[src/rtl/iir3_pkg.sv]
// Shared types and constants of the three-axis IIR low-pass filter.
package iir3_pkg;

    localparam int HIST_W     = 32;
    localparam int COEF_W     = 32;
    localparam int COEF_FRAC  = 30;
    localparam int PROD_W     = HIST_W + COEF_W;
    localparam int ACC_W      = 36;
    localparam int CFG_ADDR_W = 2;

    localparam logic [CFG_ADDR_W-1:0] CFG_COEF_FEEDBACK_ONE = 2'd0;
    localparam logic [CFG_ADDR_W-1:0] CFG_COEF_FEEDBACK_TWO = 2'd1;
    localparam logic [CFG_ADDR_W-1:0] CFG_COEF_INPUT        = 2'd2;

    localparam logic signed [COEF_W-1:0] COEF_FEEDBACK_ONE_RST = 32'sd2071735500;
    localparam logic signed [COEF_W-1:0] COEF_FEEDBACK_TWO_RST = -32'sd1000494913;
    localparam logic signed [COEF_W-1:0] COEF_INPUT_RST        = 32'sd2501237;

    localparam logic signed [ACC_W-1:0] ACC_HIST_MAX = 36'sd2147483647;
    localparam logic signed [ACC_W-1:0] ACC_HIST_MIN = -36'sd2147483648;

    typedef enum logic [2:0] {
        ST_IDLE,
        ST_FB1,
        ST_FB2,
        ST_IN,
        ST_SUM
    } seq_state_t;

    typedef struct packed {
        logic signed [COEF_W-1:0] feedback_one;
        logic signed [COEF_W-1:0] feedback_two;
        logic signed [COEF_W-1:0] input_gain;
    } coef_set_t;

    typedef struct packed {
        seq_state_t state;
        logic       load;
        logic       finish;
        logic       prime;
    } lane_ctrl_t;

endpackage

[src/rtl/iir3_lane.sv]
// One axis of the filter: shared multiplier, accumulator and two-entry history.
module iir3_lane #(
    parameter int SAMPLE_BITS = 16
) (
    input  logic                                clk,
    input  iir3_pkg::lane_ctrl_t                ctrl,
    input  iir3_pkg::coef_set_t                 coefs,
    input  logic signed [SAMPLE_BITS-1:0]       sample,
    output logic signed [iir3_pkg::HIST_W-1:0]  hist_next
);

    localparam int HIST_FRAC = iir3_pkg::HIST_W - SAMPLE_BITS;
    localparam int IN_SHIFT  = iir3_pkg::COEF_FRAC - HIST_FRAC;

    logic signed [SAMPLE_BITS-1:0]          x_reg;
    logic signed [iir3_pkg::HIST_W-1:0]     y1_reg;
    logic signed [iir3_pkg::HIST_W-1:0]     y2_reg;
    logic signed [iir3_pkg::PROD_W-1:0]     prod_reg;
    logic signed [iir3_pkg::ACC_W-1:0]      acc_reg;

    logic signed [iir3_pkg::HIST_W-1:0]     x_ext;
    logic signed [iir3_pkg::HIST_W-1:0]     mult_a;
    logic signed [iir3_pkg::COEF_W-1:0]     mult_b;
    logic signed [iir3_pkg::PROD_W-1:0]     prod_next;
    logic signed [iir3_pkg::ACC_W-1:0]      term_fb;
    logic signed [iir3_pkg::ACC_W-1:0]      term_in;
    logic signed [iir3_pkg::ACC_W-1:0]      sum;
    logic signed [iir3_pkg::HIST_W-1:0]     sat_val;
    logic signed [iir3_pkg::HIST_W-1:0]     prime_val;

    assign x_ext = iir3_pkg::HIST_W'(x_reg);

    // One product per cycle: y1*c1, then y2*c2, then x*b.
    always_comb
    begin
        unique case (ctrl.state)
            iir3_pkg::ST_FB1:
            begin
                mult_a = y1_reg;
                mult_b = coefs.feedback_one;
            end
            iir3_pkg::ST_FB2:
            begin
                mult_a = y2_reg;
                mult_b = coefs.feedback_two;
            end
            default:
            begin
                mult_a = x_ext;
                mult_b = coefs.input_gain;
            end
        endcase
    end

    assign prod_next = mult_a * mult_b;

    // Truncating shifts; the feedback and input products use different scales.
    assign term_fb = iir3_pkg::ACC_W'(prod_reg >>> iir3_pkg::COEF_FRAC);
    assign term_in = iir3_pkg::ACC_W'(prod_reg >>> IN_SHIFT);
    assign sum     = acc_reg + term_in;

    always_comb
    begin
        priority if (sum > iir3_pkg::ACC_HIST_MAX)
            sat_val = iir3_pkg::ACC_HIST_MAX[iir3_pkg::HIST_W-1:0];
        else if (sum < iir3_pkg::ACC_HIST_MIN)
            sat_val = iir3_pkg::ACC_HIST_MIN[iir3_pkg::HIST_W-1:0];
        else
            sat_val = sum[iir3_pkg::HIST_W-1:0];
    end

    assign prime_val = x_ext <<< HIST_FRAC;
    assign hist_next = ctrl.prime ? prime_val : sat_val;

    always_ff @(posedge clk)
    begin
        if (ctrl.load)
            x_reg <= sample;

        unique case (ctrl.state)
            iir3_pkg::ST_FB1:
            begin
                prod_reg <= prod_next;
            end
            iir3_pkg::ST_FB2:
            begin
                prod_reg <= prod_next;
                acc_reg  <= term_fb;
            end
            iir3_pkg::ST_IN:
            begin
                prod_reg <= prod_next;
                acc_reg  <= acc_reg + term_fb;
            end
            iir3_pkg::ST_SUM:
            begin
                if (ctrl.finish)
                begin
                    y2_reg <= ctrl.prime ? prime_val : y1_reg;
                    y1_reg <= hist_next;
                end
            end
            default:
            begin
            end
        endcase
    end

endmodule

[config.mk]
export PLATFORM = sky130hd
export DESIGN_NAME = iir3_lane
export DESIGN_NICKNAME = d
export VERILOG_FILES = /design/src/rtl/iir3_pkg.sv /design/src/rtl/iir3_lane.sv
export SDC_FILE = /design/constraint.sdc
export NUM_CORES = 2
export LEC_CHECK = 0
export BUFFER_PORTS_ARGS = -buffer_cell sky130_fd_sc_hd__buf_2
export CAP_MARGIN = 30
export CORE_ASPECT_RATIO = 0.5
export CORE_MARGIN = 4
export CORE_UTILIZATION = 30
export DETAILED_ROUTE_END_ITERATION = 6
export GPL_ROUTABILITY_DRIVEN = 0
export SYNTH_ARGS = -nofsm -noshare
export SYNTH_HDL_FRONTEND = slang
export SYNTH_SLANG_ARGS = --single-unit
[constraint.sdc]
create_clock -name clk -period 28.9 [get_ports clk]
set_input_delay 1.445 -clock clk [delete_from_list [all_inputs] [get_ports clk]]
set_output_delay 1.445 -clock clk [all_outputs]
set_load 0.02 [all_outputs]
After elaboration in Yosys (flattened, before gate mapping) --
Index checks and enable logic that the tools add are counted.
Word-level totals: output and inout bits 32, bits in registers 180
Operators by class: reductions and logical operators 3, multiplexer cells 7, add/sub/neg operators 2, $mul 1, magnitude comparators 2, equal/unequal tests 4
Operator list (number):
- $mux 32 | 4
- $pmux 32 s2 | 2
- $pmux 36 s2 | 1
- $mul 32x32->64 | 1
- $add 36x34->36 | 1
- $add 36x36->36 | 1
- $gt 36x32->1 const B | 1
- $lt 36x32->1 const B | 1
- $eq 3x2->1 const B | 2
- $eq 3x1->1 const B | 1
- $eq 3x3->1 const B | 1
- $reduce_or 3->1 | 1
- $reduce_and 2->1 | 1
- $reduce_bool 2->1 | 1

Depth between registers and ports, before layout --
depth after elaboration 5, mapped depth 40, gate-level depth less buffers 34

Worst setup path after synthesis --
No wires, ideal clock.
path kind in2reg, start input port ctrl[5] (netlist bit), end register prod_reg[62] (netlist bit), data pin, cell stages on the path 37, setup slack 16756 ps, arrival time 11882 ps, buffers on the path 4, setup time 262 ps, required time 28638 ps, cell sequence buf_2 -> nor2b_1 -> nor2b_1 -> buf_2 -> nor2_1 -> clkbuf_1 -> and2_1 -> a221oi_1 -> clkbuf_1 -> nor2_1 -> fa_1 -> inv_1 -> fa_1 -> inv_1 -> fa_1 -> fa_1 -> inv_1 -> fa_1 -> inv_1 -> fa_1 -> inv_1 -> fa_1 -> inv_1 -> fa_1 -> ha_1 -> a21o_1 -> a21o_1 -> a21o_1 -> a21oi_1 -> nor2b_1 -> o21ai_0 -> nand2b_1 -> a21oi_1 -> o31ai_2 -> a21oi_1 -> o21bai_1 -> xor2_1
On the way: word-level cells in the longest chain between the ends 3, elaborated cells between the ends (all ways) 5, those cells by class mul: 1; eq/ne: 2; mux: 2
RTL lines:
- start: declaration | line iir3_lane.sv:6 | input iir3_pkg::lane_ctrl_t ctrl,
- $eq 3x2->1 / $eq 3x1->1 (equally long branches) | line iir3_lane.sv:36 | unique case (ctrl.state)
- $pmux 32 s2 | line iir3_lane.sv:36
- $mul 32x32->64 * | line iir3_lane.sv:55 | assign prod_next = mult_a * mult_b;
- named net prod_next, one bit | line iir3_lane.sv:24 | logic signed [iir3_pkg::PROD_W-1:0] prod_next;
- end signal: assignment | line iir3_lane.sv:83 | prod_reg <= prod_next;
- end signal: assignment | line iir3_lane.sv:87 | prod_reg <= prod_next;
- end signal: assignment | line iir3_lane.sv:92 | prod_reg <= prod_next;
- end: declaration | line iir3_lane.sv:18 | logic signed [iir3_pkg::PROD_W-1:0] prod_reg;
The timed path passes the listed nets; every way through them passes the cells marked *. A chain may end at the register's enable or synchronous reset.

Worst setup path in the final report --
start input port ctrl[4] (netlist bit), end register prod_reg[62] (netlist bit), data pin
The elaborated chain is that of the path after synthesis.

==> results.yml <==
run_status:
  status: "finished, final reports clean"
sta:
  slew_headroom_pct: 17.6
  setup_tns_ns: 0
  rsz0062_at_grt: "no"
  skew_ns: 0.0139
  hold_viol: 0
  maxSlewViolCount: 0
  max_freq_mhz: 81.0
  setup_viol: 0
  finalCriticalPeriod_ns: 12.34
  finalCritPeriodShare_pct: 42.7
  tightest_slew_ns: 1.24
global_routing:
  antenna_found_initial: 6
  grt_max_degree: 73
  grt_pass1_vias: 35961
  track_usage_pct: 19.0
  grt_pass1_wl_um: 226000
  overflow: 0
clock_network:
  clk_pin_slew_ns: 0.07
  ctsHtreeMaxLevel: 4
  cts_tree: "built"
  postCtsSetupRepairBufs: 0
  clk_path_buf_depth: 2
  cts_hold_buf: 0
  cts_resized: 0
  clock-root-buffer: "clkbuf_16"
  cts_sinks: 166
  insertion_delay_ns: 0.45
  cts-buffers-inserted: 17
synth:
  async_flop_share_pct: 0
  synth_top_family_by_area: "adder cells"
  yosys.area_share.xor_xnor_pct: 2.42
  syn_avg_cell_area_um2: 9.57
  synth-adder-area-share_pct: 54.9
  synthMuxAreaShare_pct: 0.449
  syn_nets: 6172
  synthesis.area_um2: 45200
  synth_flop_cell: "edfxtp_1"
  synthSimpleGateAreaFrac_pct: 12.5
  ys_warn_count: 0
  ys_ff_latch: 166
  synth_cell_type_count: 82
  synth_compound_gate_area_share_pct: 8.79
  synth_edf_count: 166
  synthCells: 4720
  synth-seq-area-share_pct: 11.0
detailed_routing:
  routedWlPerCell_um: 21.5
  wirelength_um: 146000
  first_pass_iters: 6
  routed.top_layer: "met5"
  detail-route-antenna-nets: 0
  via_per_inst: 5.01
  wl_met1_um: 59100
  vias: 33963
  dr_wl_met3_um: 11900
  met2_length_um: 66700
  route.detailed.drc: 0
  drt_iter0_markers: 3178
floorplan:
  ioPinCount: 151
  rows: 100
  dieArea_um2: 157000
  coreArea_um2: 149000
  die_height_um: 282
  die_width_um: 557
  start_util_pct: 30.3
critical_path:
  reg2reg_from: "x_reg[15]$_DFFE_PP_"
  slowest_delay_ns: 0.94
  critPathRequiredTime_ns: 29.10
  worstPathArrival_ns: 12.55
  crit_path_start_kind: "primary input"
  rr_endpoint: "prod_reg[62]$_DFFE_PP_"
  worstRegToRegCells: 31
  ff2ff_setup_slack_ns: 19.01
  critical_path.most_common_cell: "fa_1"
  cp-end-kind: "register"
  critPathKind: "primary input to register"
  crit_path_top_delay_cell: "a221oi_2"
  critical_path.max_fanout: 44
finish:
  seqCellArea_um2: 4980
  drive_gt1_share_pct: 8.95
  fillCellCount: 15257
  largest_register_ffs: 50
  fin_nets: 6230
  syn_to_final_growth_pct: 9.66
  multi_input_area_um2: 36100
min_path:
  min_path_type: "register to register"
  min-delay-start: "prod_reg[51]$_DFFE_PP_"
  holdPathStages: 2
  min_to: "acc_reg[21]$_DFFE_PP_"
place:
  dp_hpwl_um: 117000
  port_buffers: 150
run:
  maxCapViolations: 0
==> synth_stat cells, types with 34 or more instances <==
| cell | instances | share of area [%] |
|---|---|---|
| nor2_1 | 588 | 4.9 |
| nor2b_1 | 37 | 0.51 |
| o21ai_0 | 84 | 0.93 |
| a221oi_1 | 49 | 0.95 |
| xor2_1 | 48 | 0.93 |
| a21oi_1 | 121 | 1.3 |
| nand2b_1 | 34 | 0.47 |
| edfxtp_1 | 166 | 11 |
| and2_1 | 48 | 0.66 |
| fa_1 | 1083 | 48 |
| a221o_1 | 63 | 1.4 |
| inv_1 | 960 | 8.0 |
| xnor2_1 | 77 | 1.5 |
| clkbuf_1 | 199 | 1.7 |
| a21o_1 | 72 | 1.2 |
| ha_1 | 250 | 6.9 |
| nand2_1 | 558 | 4.6 |
==> how the worst max path moves through the flow <==
stage                        from                     end
after CTS                 ctrl[4]  prod_reg[62]$_DFFE_PP_
final                     ctrl[4]  prod_reg[62]$_DFFE_PP_
after global routing      ctrl[4]  prod_reg[62]$_DFFE_PP_
after global placement    ctrl[4]  prod_reg[62]$_DFFE_PP_
after floorplan           ctrl[5]  prod_reg[62]$_DFFE_PP_
after detailed placement  ctrl[4]  prod_reg[62]$_DFFE_PP_
==> stage by stage <==
step | cell area, µm² | util (%) | setup slack [ns] | instances | hold slack [ns]
floorplan | 45200 | - | 16.76 | 4720 | 0.528
global placement | 48700 | 32.7 | 16.10 | 6737 | 0.564
detailed placement | 48800 | 32.7 | 16.08 | 6741 | 0.564
CTS | 49400 | 33.1 | 16.51 | 6773 | 0.584
global route | 49500 | 33.2 | 15.94 | 6780 | 0.614
finish | 49500 | 33.2 | 16.56 | 6783 | 0.573
==> critical path: cells and delay by family <==
family / cells / cell delay (ns)
AO/OA/AOI/OAI: 10 / 2.43
AND/OR/NAND/NOR: 7 / 0.97
XOR/XNOR: 1 / 0.14
adder cells (fa/ha/maj): 9 / 4.73
buffers and inverters: 11 / 2.76
==> final cells by class <==
type | instances | area share [%]
Tap cell | 1989 | 5.02
Antenna cell | 3 | 0.0152
Multi-Input combinational cell | 3371 | 73.0
Clock inverter | 15 | 0.407
Inverter | 961 | 7.28
Sequential cell | 166 | 10.1
Timing Repair Buffer | 261 | 3.38
Clock buffer | 17 | 0.859
==> cells by family after synthesis <==
kind of cell | count (synthesis)
AO/OA/AOI/OAI | 536
XOR/XNOR | 125
adder cells (fa/ha/maj) | 1333
buffers and inverters | 1183
flip-flops | 166
multiplexers | 18
AND/OR/NAND/NOR | 1359
==> placed cells by master (no fill, tap or decap), drive strengths merged, types with 34 or more instances in the layout <==
master  count
nor2b      38
o21ai      95
xnor2      77
nand2b     34
inv       968
buf       261
a21oi     123
and2       48
a221oi     50
nor2      589
a221o      63
edfxtp    166
ha        250
xor2       48
fa       1083
a21o       72
nand2     558
==> metal layers <==
layer,up-vias,GRT usage [%]
met5,-,0
met4,4,9.05
met3,279,3.18
met2,1467,30.4
met1,17588,25.1
li1,14625,-
Power is not shown: default switching activity piles up to over one toggle a cycle in this logic, so the estimate is an artifact.
