## src/rtl/iir3_pkg.sv

```systemverilog
// Shared types and constants of the three-axis IIR low-pass filter.
package iir3_pkg;

    localparam int HIST_W     = 32;
    localparam int COEF_W     = 32;
    localparam int COEF_FRAC  = 30;
    localparam int PROD_W     = HIST_W + COEF_W;
    localparam int ACC_W      = 36;
    localparam int CFG_ADDR_W = 2;

    localparam logic [CFG_ADDR_W-1:0] CFG_COEF_FEEDBACK_ONE = 2'd0;
    localparam logic [CFG_ADDR_W-1:0] CFG_COEF_FEEDBACK_TWO = 2'd1;
    localparam logic [CFG_ADDR_W-1:0] CFG_COEF_INPUT        = 2'd2;

    localparam logic signed [COEF_W-1:0] COEF_FEEDBACK_ONE_RST = 32'sd2071735500;
    localparam logic signed [COEF_W-1:0] COEF_FEEDBACK_TWO_RST = -32'sd1000494913;
    localparam logic signed [COEF_W-1:0] COEF_INPUT_RST        = 32'sd2501237;

    localparam logic signed [ACC_W-1:0] ACC_HIST_MAX = 36'sd2147483647;
    localparam logic signed [ACC_W-1:0] ACC_HIST_MIN = -36'sd2147483648;

    typedef enum logic [2:0] {
        ST_IDLE,
        ST_FB1,
        ST_FB2,
        ST_IN,
        ST_SUM
    } seq_state_t;

    typedef struct packed {
        logic signed [COEF_W-1:0] feedback_one;
        logic signed [COEF_W-1:0] feedback_two;
        logic signed [COEF_W-1:0] input_gain;
    } coef_set_t;

    typedef struct packed {
        seq_state_t state;
        logic       load;
        logic       finish;
        logic       prime;
    } lane_ctrl_t;

endpackage

```

## src/rtl/iir3_merge.sv

```systemverilog
// Rounds and saturates the lane results and holds the packed output transaction.
module iir3_merge #(
    parameter  int AXES        = 3,
    parameter  int SAMPLE_BITS = 16,
    localparam int DATA_W      = ((AXES * SAMPLE_BITS + 7) / 8) * 8
) (
    input  logic                                   clk,
    input  logic                                   rst_n,
    input  logic                                   finish,
    input  logic [AXES-1:0][iir3_pkg::HIST_W-1:0]  hist,
    input  logic                                   m_tready,
    output logic                                   m_tvalid,
    output logic [DATA_W-1:0]                      m_tdata
);

    localparam int RND_W     = iir3_pkg::HIST_W + 1;
    localparam int HIST_FRAC = iir3_pkg::HIST_W - SAMPLE_BITS;
    localparam logic signed [RND_W-1:0] HALF =
        (HIST_FRAC > 0) ? (33'sd1 <<< (HIST_FRAC - 1)) : 33'sd0;
    localparam logic signed [RND_W-1:0] SMAX = (33'sd1 <<< (SAMPLE_BITS - 1)) - 33'sd1;
    localparam logic signed [RND_W-1:0] SMIN = -SMAX - 33'sd1;

    logic              valid_reg;
    logic [DATA_W-1:0] data_reg;
    logic [DATA_W-1:0] data_next;

    always_comb
    begin
        logic signed [RND_W-1:0] wide;
        logic signed [RND_W-1:0] rnd;
        data_next = '0;
        for (int i = 0; i < AXES; i++)
        begin
            wide = RND_W'(signed'(hist[i])) + HALF;
            rnd  = wide >>> HIST_FRAC;
            priority if (rnd > SMAX)
                rnd = SMAX;
            else if (rnd < SMIN)
                rnd = SMIN;
            data_next[i*SAMPLE_BITS +: SAMPLE_BITS] = rnd[SAMPLE_BITS-1:0];
        end
    end

    always_ff @(posedge clk or negedge rst_n)
    begin
        if (!rst_n)
            valid_reg <= 1'b0;
        else if (finish)
            valid_reg <= 1'b1;
        else if (m_tready)
            valid_reg <= 1'b0;
    end

    always_ff @(posedge clk)
    begin
        if (finish)
            data_reg <= data_next;
    end

    assign m_tvalid = valid_reg;
    assign m_tdata  = data_reg;

endmodule

```

## config.mk

```make
export PLATFORM = sky130hd
export DESIGN_NAME = iir3_merge
export DESIGN_NICKNAME = d
export VERILOG_FILES = /design/src/rtl/iir3_pkg.sv /design/src/rtl/iir3_merge.sv
export SDC_FILE = /design/constraint.sdc
export NUM_CORES = 1
export LEC_CHECK = 0
export BUFFER_PORTS_ARGS = -buffer_cell sky130_fd_sc_hd__buf_2
export CAP_MARGIN = 20
export CORE_MARGIN = 4
export CORE_UTILIZATION = 45
export CTS_CLUSTER_DIAMETER = 100
export DETAILED_ROUTE_END_ITERATION = 8
export GPL_TIMING_DRIVEN = 0
export PLACE_DENSITY = 0.85
export SYNTH_ARGS = -nofsm -noshare
export SYNTH_HDL_FRONTEND = slang
export SYNTH_SLANG_ARGS = --single-unit
```

## constraint.sdc

```tcl
create_clock -name clk -period 0.8 [get_ports clk]
set_input_delay 0.16 -clock clk [delete_from_list [all_inputs] [get_ports clk]]
set_output_delay 0.16 -clock clk [all_outputs]
set_load 0.01 [all_outputs]
```

# [After elaboration in Yosys (flattened, before gate mapping)]
# Index checks and enable logic that the tools add are counted.
[word_totals] inputBits=100 elab_cells=19 ff_bits=49
[classes] n_reduce_logical=1 n_addsub=3 order_cmp=6 n_mux=5
[op_table] operator="adder 32 x 17 -> 33 bit, second input constant" n=3
[op_table] operator="> comparator 17 x 16 -> 1 bit, second input constant" n=3
[op_table] operator="less-than comparator 17 x 16 -> 1 bit, second input constant" n=3
[op_table] operator="2-to-1 mux 16 bit" n=3
[op_table] operator="2-to-1 mux 1 bit" n=2
[op_table] operator="nonzero test 2 bit" n=1

# [Depth between registers and ports, before layout]
# Gate-level depths: netlist of run 1.
[logic_depth] word_depth=3 mapped_depth=6 mapped_depth_nobuf=5

# [Worst setup path before layout of run 1]
# OpenSTA, ideal clock, no wires.
[synth_timing] path_type="input to register" startpoint="input hist[15] in the netlist's numbering" endpoint="register data_reg[10] (netlist: m_tdata[10]) (data pin)" t_arrival_ns=1.353 setup_ns=0.274 slack_ns=-0.826 stages=6 cell_sequence="ha_1 -> nand3_1 -> and3_1 -> o21ai_0 -> clkbuf_1 -> o21ai_0"
[synth_via] elab_chain_len=3 word_cells_on_any_way=4 classes_between="1 x add/sub; 2 x order compare; 1 x mux"
[synth_lines] item="from (decl)" line_no="iir3_merge.sv:10" text="input logic [AXES-1:0][iir3_pkg::HIST_W-1:0] hist,"
[synth_lines] item="adder 32 x 17 -> 33 bit (*)" line_no="iir3_merge.sv:34" text="wide = RND_W'(signed'(hist[i])) + HALF;"
[synth_lines] item="less-than comparator 17 x 16 -> 1 bit" line_no="iir3_merge.sv:38" text="else if (rnd < SMIN)"
[synth_lines] item="2-to-1 mux 16 bit" line_no="iir3_merge.sv:38"
[synth_lines] item="to (signal assigned)" line_no="iir3_merge.sv:57" text="data_reg <= data_next;"
[synth_lines] item="to (decl)" line_no="iir3_merge.sv:24" text="logic [DATA_W-1:0] data_reg;"
# Every way passes the cells marked *; elsewhere a longest branch is shown, timed or not.
# A chain may end at the register's enable or synchronous reset.

# [Worst setup path after layout of run 1]
[layout_timing] startpoint="input hist[86] in the netlist's numbering" endpoint="register data_reg[38] (netlist: m_tdata[38]) (data pin)"
# Same word-level chain as after synthesis.

==> flow_summary.ini, run 1 <==
[clocking]
htree_levels = 2
cts_tree = built
numCtsBuffers = 5
cts.clk_slew.worst_paths_ns = 0.09
insertion_delay_ns = 0.30
clockBufferDepth = 2
clock_sinks = 49
cts-root-buf = clkbuf_8

[placed_design]
portBuffers = 103
place_area_um2 = 3633
dpl.hpwl_mm = 5.231
globalplace.congestion = 0.8691
pre_cts_slack_ns = -1.029

[finish]
stdcell_area_um2 = 4888
layout_commonest_cell = buf_2
drive_above_1_share_pct = 58.12
diodes = 0
final_cell_mix = 65 x buf_2, 50 x buf_4, 48 x edfxtp_1
final_nets = 539
area_delta_synth_final_pct = 74.11
postLayoutCoreUtil_pct = 81.60

[yosys]
synth-async-reset-ratio_pct = 2.041
syn_area_um2 = 2808
synth_flop_cell = edfxtp_1
yosysSeqAreaShare_pct = 52.23
avgSynthCellArea_um2 = 10.44
ys_ff_latch = 49
synth_edf_count = 48
synthCells = 269
synth_cell_types = 45
yosys_warnings = 0
synth_nets = 372

[floorplanning]
initial_core_util_pct = 46.87
core-area_um2 = 5991
die-area_um2 = 7567
fp.dieH_um = 86.99
die-width_um = 86.99
core.rowCount = 28
io_pins = 149

[worst_setup_path]
ff2ff_setup_slack_ns = 0.14
slowest_delay_ns = 0.56
crit_path_cell_trace = buf_8, nand4_4, or4_4, or3_4, o211ai_1
worstPathMaxFanout = 5
startpoint_type = primary input
r2r_start = m_tvalid
cp.arrival_ns = 1.47
critPathSlowestCell = or4_4
r2r-end = m_tvalid
path_delay_family = simple AND/OR/NAND/NOR gates
required_ns = 0.94
end_kind = flip-flop
cp.buffers_inverters = 1
path_class = in -> reg
r2r_cells = 1

[global_route]
grt_antenna_before_repair = 0
grt_usage_pct = 23.97
grt_max_degree = 50
grt_overflow = 0
grt_pass1_wl_mm = 14.03
grt_pass1_vias = 2869

[pwr]
p_clk_share_pct = 24.6
power_mw = 6.187
p_leak_nw = 1.935
power_switching_mw = 1.758
p_int_mw = 4.429
p_seq_share_pct = 50.6
peakVddDrop_v = 0.001642
combPwrFrac_pct = 24.7
p_per_area_nw_per_um2 = 1266
switching_share_pct = 28.42

[routing]
drt-initial-drc-count = 277
antenna_left = 0
first_pass_iters = 5
drc = 0
vias_per_cell = 6.121
wire_per_inst_um = 21.55
wirelength_mm = 11.04
vias = 3134

[timing]
worst_pin_slew_ns = 0.6449
slew_headroom_pct = 57.00
setup-violations-final = 97
hold_viol_final = 0
rsz0062_at_grt = true
finalSetupTns_ns = -27.60
finClkSkew_ns = 0
finalWorstSetupSlack_ns = -0.5258
fmax_ghz = 0.7543
layout_min_cycle_time_ns = 1.326
drv_slew = 0
period_share_pct = 165.7

[status]
violations = setup timing
outcome = finished, violations left

[hold_path]
hold_class = in -> reg
holdCritStartpoint = m_tready
holdPathEnd = m_tvalid
hold_depth = 3

[job]
cap_violations = 0
[cells in the mapped netlist, types with 4 or more instances]
cell type	instances	area, µm²
a21oi_1	4	20.02
and3_1	7	43.79
and4_1	5	43.79
clkbuf_1	6	22.52
edfxtp_1	48	1441
inv_1	10	37.54
nand2_1	37	138.9
nand3_1	18	90.09
nand4_1	9	56.30
nor2_1	12	45.04
nor3_1	8	40.04
nor4_1	8	50.05
o21ai_0	24	120.1
xnor2_1	20	175.2
xor2_1	11	96.34
[per-layer routing]
metal / vias up / global-route usage (%) / share of wire, %
li1: 1359 / - / -
met1: 1510 / 26.47 / 33
met2: 199 / 43.48 / 54
met3: 66 / 5.298 / 7.5
met4: 0 / 10.91 / 4.7
met5: - / 0 / 0
[repair_timing]
action,CTS,global route
resized for setup,126,68
pin swaps,32,27
endpoints found under the setup margin,146,97
cloned,2,0
hold buffers,1,0
buffers inserted,39,20
hold endpoints to repair,1,0
[state kept, by name, indices dropped and copies added, names as in the netlist]
signal / cells
m_tvalid: 1
m_tdata: 48
[power by group through the flow]
stage / Combinational [mW] / Clock (mW) / Sequential, mW
5_1_grt: 1.61 / 1.64 / 3.15
2_1_floorplan: 0.337 / 0 / 3.30
3_5_place_dp: 1.05 / 0 / 3.18
3_3_place_gp: 1.02 / 0 / 3.17
4_1_cts: 1.32 / 1.48 / 3.12
6_report: 1.53 / 1.52 / 3.13
[metrics by stage]
stage | hold WS [ns] | cells
after floorplan | -0.1356 | 269
after global placement | -0.06529 | 447
after detailed placement | -0.06305 | 447
after CTS | 0.1245 | 495
after global routing | 0.1397 | 512
final | 0.1354 | 512
[cells by family after synthesis]
group / after synthesis / synth area share [%]
and+or+nand+nor: 118 / 23.04
DFF: 49 / 52.23
AOI/OAI and AO/OA: 48 / 10.47
xor gates and xnor gates: 31 / 9.670
buffers and inverters: 18 / 2.496
adders and majority gates: 3 / 1.337
muxes: 2 / 0.7576
[cell type report]
type	count	area [µm²]
fillers	324	1102
plain buffers	5	75.07
flip-flops and latches	49	1466
clock buffers	6	72.57
well taps	75	93.84
inverters	10	37.54
clock inverters	2	13.76
multi-input cells	202	1767
repair buffers	163	1363
[how the worst max path moves through the flow]
stage | startpoint | to | slack, ns | cells past startpoint
floorplan | hist[83] | m_tdata[38] | -0.71 | 5
CTS | hist[86] | m_tdata[38] | -0.48 | 6
global route | hist[47] | m_tdata[24] | -0.55 | 6
finish | hist[86] | m_tdata[38] | -0.53 | 5
global placement | hist[83] | m_tdata[34] | -1.01 | 6
detailed placement | hist[83] | m_tdata[42] | -1.03 | 6
Note: power is estimated with default switching activity, not from simulation.
==> inputs of run 2 (changes only) <==
Settings changed: PLACE_DENSITY 0.85 to 0.89.
Clock period 0.8 ns to 1.35 ns, I/O delays scaled along.
==> flow_summary.ini, run 2 (synthesis gave the netlist of run 1 again) <==
[status]
outcome = finished, violations left
violations = setup timing

[finish]
diodes = 0
final_nets = 511
drive_above_1_share_pct = 47.19
ff_latch_area_um2 = 1466
n_fill_cell = 384
fin_cells = 484
area_delta_synth_final_pct = 53.12
largest_reg_flops = 48
multi_input_comb_area_um2 = 1583
stdcell_area_um2 = 4299
final_cell_mix = 78 x buf_2, 48 x edfxtp_1, 31 x nand2_1
layout_commonest_cell = buf_2

[placed_design]
portBuffers = 103
place_area_um2 = 3566
globalplace.congestion = 0.8824
dp.cells = 447
dpl.hpwl_mm = 5.155

[worst_setup_path]
required_ns = 1.49
startpoint_type = primary input
cp.arrival_ns = 1.61
path_class = in -> reg
end_kind = flip-flop
r2r_start = m_tvalid
crit_start = hist[47]
worstPathMaxFanout = 6

[pwr]
p_int_mw = 2.543
combPwrFrac_pct = 22.1
p_leak_nw = 1.688
p_per_area_nw_per_um2 = 809.0
power_switching_mw = 0.9353
p_clk_share_pct = 24.8
p_seq_share_pct = 53.1
power_mw = 3.478
switching_share_pct = 26.89
peakVddDrop_v = 0.0006507

[clocking]
clockBufferDepth = 2
insertion_delay_ns = 0.29
cts.clk_slew.worst_paths_ns = 0.09
cts_tree = built
cts-root-buf = clkbuf_8
htree_levels = 2
numCtsBuffers = 5
clock_sinks = 49

[floorplanning]
core-area_um2 = 5991
core.rowCount = 28
initial_core_util_pct = 46.87
die-width_um = 86.99
fp.dieH_um = 86.99
io_pins = 149
die-area_um2 = 7567

[timing]
setup-violations-final = 15
fmax_ghz = 0.6801
drv_slew = 0
hold_viol_final = 0
finalWorstSetupSlack_ns = -0.1204
worst_pin_slew_ns = 1.056
period_share_pct = 108.9
layout_min_cycle_time_ns = 1.470
finClkSkew_ns = 0
slew_headroom_pct = 29.63
rsz0062_at_grt = true

[global_route]
grt_antenna_before_repair = 0
grt_usage_pct = 20.48
grt_max_degree = 50
grt_pass1_vias = 2653
grt_pass1_wl_mm = 12.31
grt_overflow = 0

[job]
cap_violations = 0

[routing]
wirelength_mm = 8.296
vias = 2801
met3_length_um = 628
wl_met1_mm = 2.910
dr_wl_met2_mm = 4.479
antenna_left = 0
wire_per_inst_um = 17.14
maxUsedRoutingLayer = met4
drt-initial-drc-count = 165
drc = 0
first_pass_iters = 5
vias_per_cell = 5.787

[hold_path]
hold_class = in -> reg
holdCritStartpoint = m_tready
## run 2: final cells by class
type | instances | area share, %
Multi-Input combinational cell | 202 | 36.82
Sequential cell | 49 | 34.11
Timing Repair Buffer | 133 | 22.50
Tap cell | 75 | 2.183
Clock buffer | 5 | 1.601
Buffer | 7 | 1.426
Inverter | 10 | 0.8731
Clock inverter | 3 | 0.4948
## run 2: worst max-delay path, cell delays in order
cell and delay (ns):
buf_8 0.10, ha_4 0.17, nand4b_1 0.18, o21ai_1 0.10, or4b_4 0.55, buf_8 0.17
o211ai_1 0.07
## run 2: path summary, 6_finish.rpt
| kind | to | slack [ns] | depth (start not counted) |
|---|---|---|---|
| max | m_tdata[24] | -0.12 | 7 |
| min | m_tvalid | 0.24 | 3 |
| max reg2reg | m_tvalid | 0.70 | 1 |
| min reg2reg | m_tvalid | 0.48 | 1 |
| max in group asynchronous | m_tvalid | 0.99 | 2 |
| min in group asynchronous | m_tvalid | 0.28 | 2 |
## run 2: per-layer routing
layer | GRT usage, % | vias up
li1 | - | 1305
met1 | 23.15 | 1304
met2 | 38.51 | 155
met3 | 4.257 | 37
met4 | 5.666 | 0
met5 | 0 | -
## run 2: metrics by stage
| step | utilization, % | hold slack [ns] | TNS [ns] | setup slack [ns] |
|---|---|---|---|---|
| after floorplan | - | -0.02559 | -3.864 | -0.2665 |
| after global placement | 59.52 | 0.04431 | -19.96 | -0.5540 |
| after detailed placement | 59.52 | 0.04571 | -22.30 | -0.5934 |
| after CTS | 68.53 | 0.2324 | -0.1481 | -0.04773 |
| after global routing | 71.76 | 0.2430 | -1.675 | -0.1460 |
| final | 71.76 | 0.2355 | -1.391 | -0.1204 |
## run 2: power by group through the flow
stage          registers [mW]  logic (mW)  clock network (mW)
2_1_floorplan            1.96       0.189                   0
3_3_place_gp             1.88       0.588                   0
3_5_place_dp             1.88       0.605                   0
4_1_cts                  1.85       0.707               0.876
5_1_grt                  1.86       0.829               0.940
6_report                 1.85       0.768               0.864
## run 2: what timing repair did
| item | 4_1_cts | 5_1_grt |
|---|---|---|
| buffers inserted | 22 | 6 |
| pin swaps | 16 | 12 |
| setup endpoints to repair | 27 | 40 |
| endpoints found under the hold margin | 1 | 0 |
| gates resized for setup | 74 | 41 |
| cloned | 1 | 0 |
| hold buffers | 1 | 0 |
==> inputs of run 3 (changes only) <==
Settings changed: SETUP_SLACK_MARGIN set to 0.1.
==> flow_summary.ini, run 3 (synthesis gave the netlist of run 1 again) <==
[routing]
met3_length_um = 751
first_pass_iters = 5
wl_met1_mm = 3.230
dr_wl_met2_mm = 4.763
drt-initial-drc-count = 352
maxUsedRoutingLayer = met4
vias_per_cell = 5.876
wire_per_inst_um = 18.34
antenna_left = 0
vias = 2932
drc = 0
wirelength_mm = 9.153

[timing]
period_share_pct = 107.1
finalWorstSetupSlack_ns = -0.09637
drv_slew = 0
layout_min_cycle_time_ns = 1.446
hold_slack_ns = 0.2359
slew_headroom_pct = 64.86
worst_pin_slew_ns = 0.5223
fmax_ghz = 0.6914
hold_viol_final = 0
finClkSkew_ns = 0
setup-violations-final = 17
rsz0062_at_grt = true

[worst_setup_path]
required_ns = 1.49
end_kind = flip-flop
crit_top_cell = buf_8
critPathSlowestCell = or4_4
path_delay_family = simple AND/OR/NAND/NOR gates
crit_path_cell_trace = buf_8, nand3_4, or4_4, buf_8, or3_4, o211ai_1
cp.arrival_ns = 1.58
startpoint_type = primary input
cp.buffers_inverters = 2
slowest_delay_ns = 0.55
path_class = in -> reg
worstPathMaxFanout = 5

[global_route]
grt_usage_pct = 21.53
grt_antenna_before_repair = 0
grt_pass1_vias = 2782
grt_max_degree = 50
grt_overflow = 0
grt_pass1_wl_mm = 13.05

[finish]
drive_above_1_share_pct = 52.59
layout_commonest_cell = buf_2
largest_reg_flops = 48
fin_cells = 499
area_delta_synth_final_pct = 62.57
final_cell_mix = 77 x buf_2, 48 x edfxtp_1, 42 x buf_4
final_nets = 526
stdcell_area_um2 = 4564
diodes = 0

[clocking]
cts.clk_slew.worst_paths_ns = 0.10
clock_sinks = 49
insertion_delay_ns = 0.30
numCtsBuffers = 5
htree_levels = 2
cts_tree = built
cts-root-buf = clkbuf_8
clockBufferDepth = 2

[placed_design]
dpl.hpwl_mm = 5.313
portBuffers = 103
place_area_um2 = 3605
dp.cells = 447
globalplace.congestion = 0.9030
pre_cts_slack_ns = -0.6042

[pwr]
p_leak_nw = 1.820
peakVddDrop_v = 0.0006686
p_per_area_nw_per_um2 = 859.8
power_mw = 3.925

[floorplanning]
core.rowCount = 28
io_pins = 149
die-area_um2 = 7567
initial_core_util_pct = 46.87
fp.dieH_um = 86.99
die-width_um = 86.99
core-area_um2 = 5991

[status]
outcome = finished, violations left
violations = setup timing

[hold_path]
hold_class = in -> reg

[job]
cap_violations = 0
==> run 3: changes by cell type in the layout (fill, tap and decap cells not counted), sizes merged <==
cell / change
clkinv: -1
clkbuf: +1
bufinv: +2
buf: +14
clkinvlp: -1
==> run 3: where the power goes <==
| part | total [mW] | switching, mW | leakage [nW] | internal (mW) |
|---|---|---|---|---|
| clock | 1.26 | 0.513 | 0.0687 | 0.746 |
| combinational | 0.817 | 0.428 | 1.27 | 0.388 |
| sequential | 1.85 | 0.0335 | 0.480 | 1.81 |
==> run 3: final timing paths <==
check                              start           to  slack (ns)  depth (start not counted)
worst max-delay path            hist[88]  m_tdata[38]        -0.1                          6
worst min-delay path            m_tready     m_tvalid        0.24                          3
worst max register to register  m_tvalid     m_tvalid        0.68                          1
worst min register to register  m_tvalid     m_tvalid        0.50                          1
max in group asynchronous          rst_n     m_tvalid        0.99                          2
min in group asynchronous          rst_n     m_tvalid        0.27                          2
==> run 3: through the flow <==
step,util [%],setup TNS (ns)
after global placement,60.17,-19.45
final,76.19,-0.8684
after global routing,76.19,-1.695
after floorplan,-,-3.746
after detailed placement,60.17,-22.48
after CTS,71.28,-0.1184
==> run 3: cell type report <==
cell class / count / area, µm²
Timing Repair Buffer: 147 / 1096
Clock buffer: 5 / 68.82
Sequential cell: 49 / 1466
Buffer: 8 / 82.58
Multi-Input combinational cell: 202 / 1650
Fill cell: 356 / 1426
Inverter: 10 / 37.54
Clock inverter: 3 / 68.82
Tap cell: 75 / 93.84
==> run 3: per-layer routing <==
layer  vias to the layer above  GRT usage, %
li1                       1330             -
met1                      1358         24.65
met2                       197         38.30
met3                        47         3.974
met4                         0         10.48
met5                         -             0
==> run 3: what timing repair did <==
action                                 in CTS  in global routing
resized for setup                          89                 41
setup endpoints to repair                  42                 42
hold buffers                                1                  0
endpoints found under the hold margin       1                  0
buffers inserted                           26                 15
gates cloned                                1                  0
pin swaps                                  20                 10
==> run 3: tightest hold or removal path, delay by kind of cell <==
| kind | cells | cell delay, ns |
|---|---|---|
| buffers and inverters | 2 | 0.14 |
| AO/OA/AOI/OAI | 1 | 0.10 |
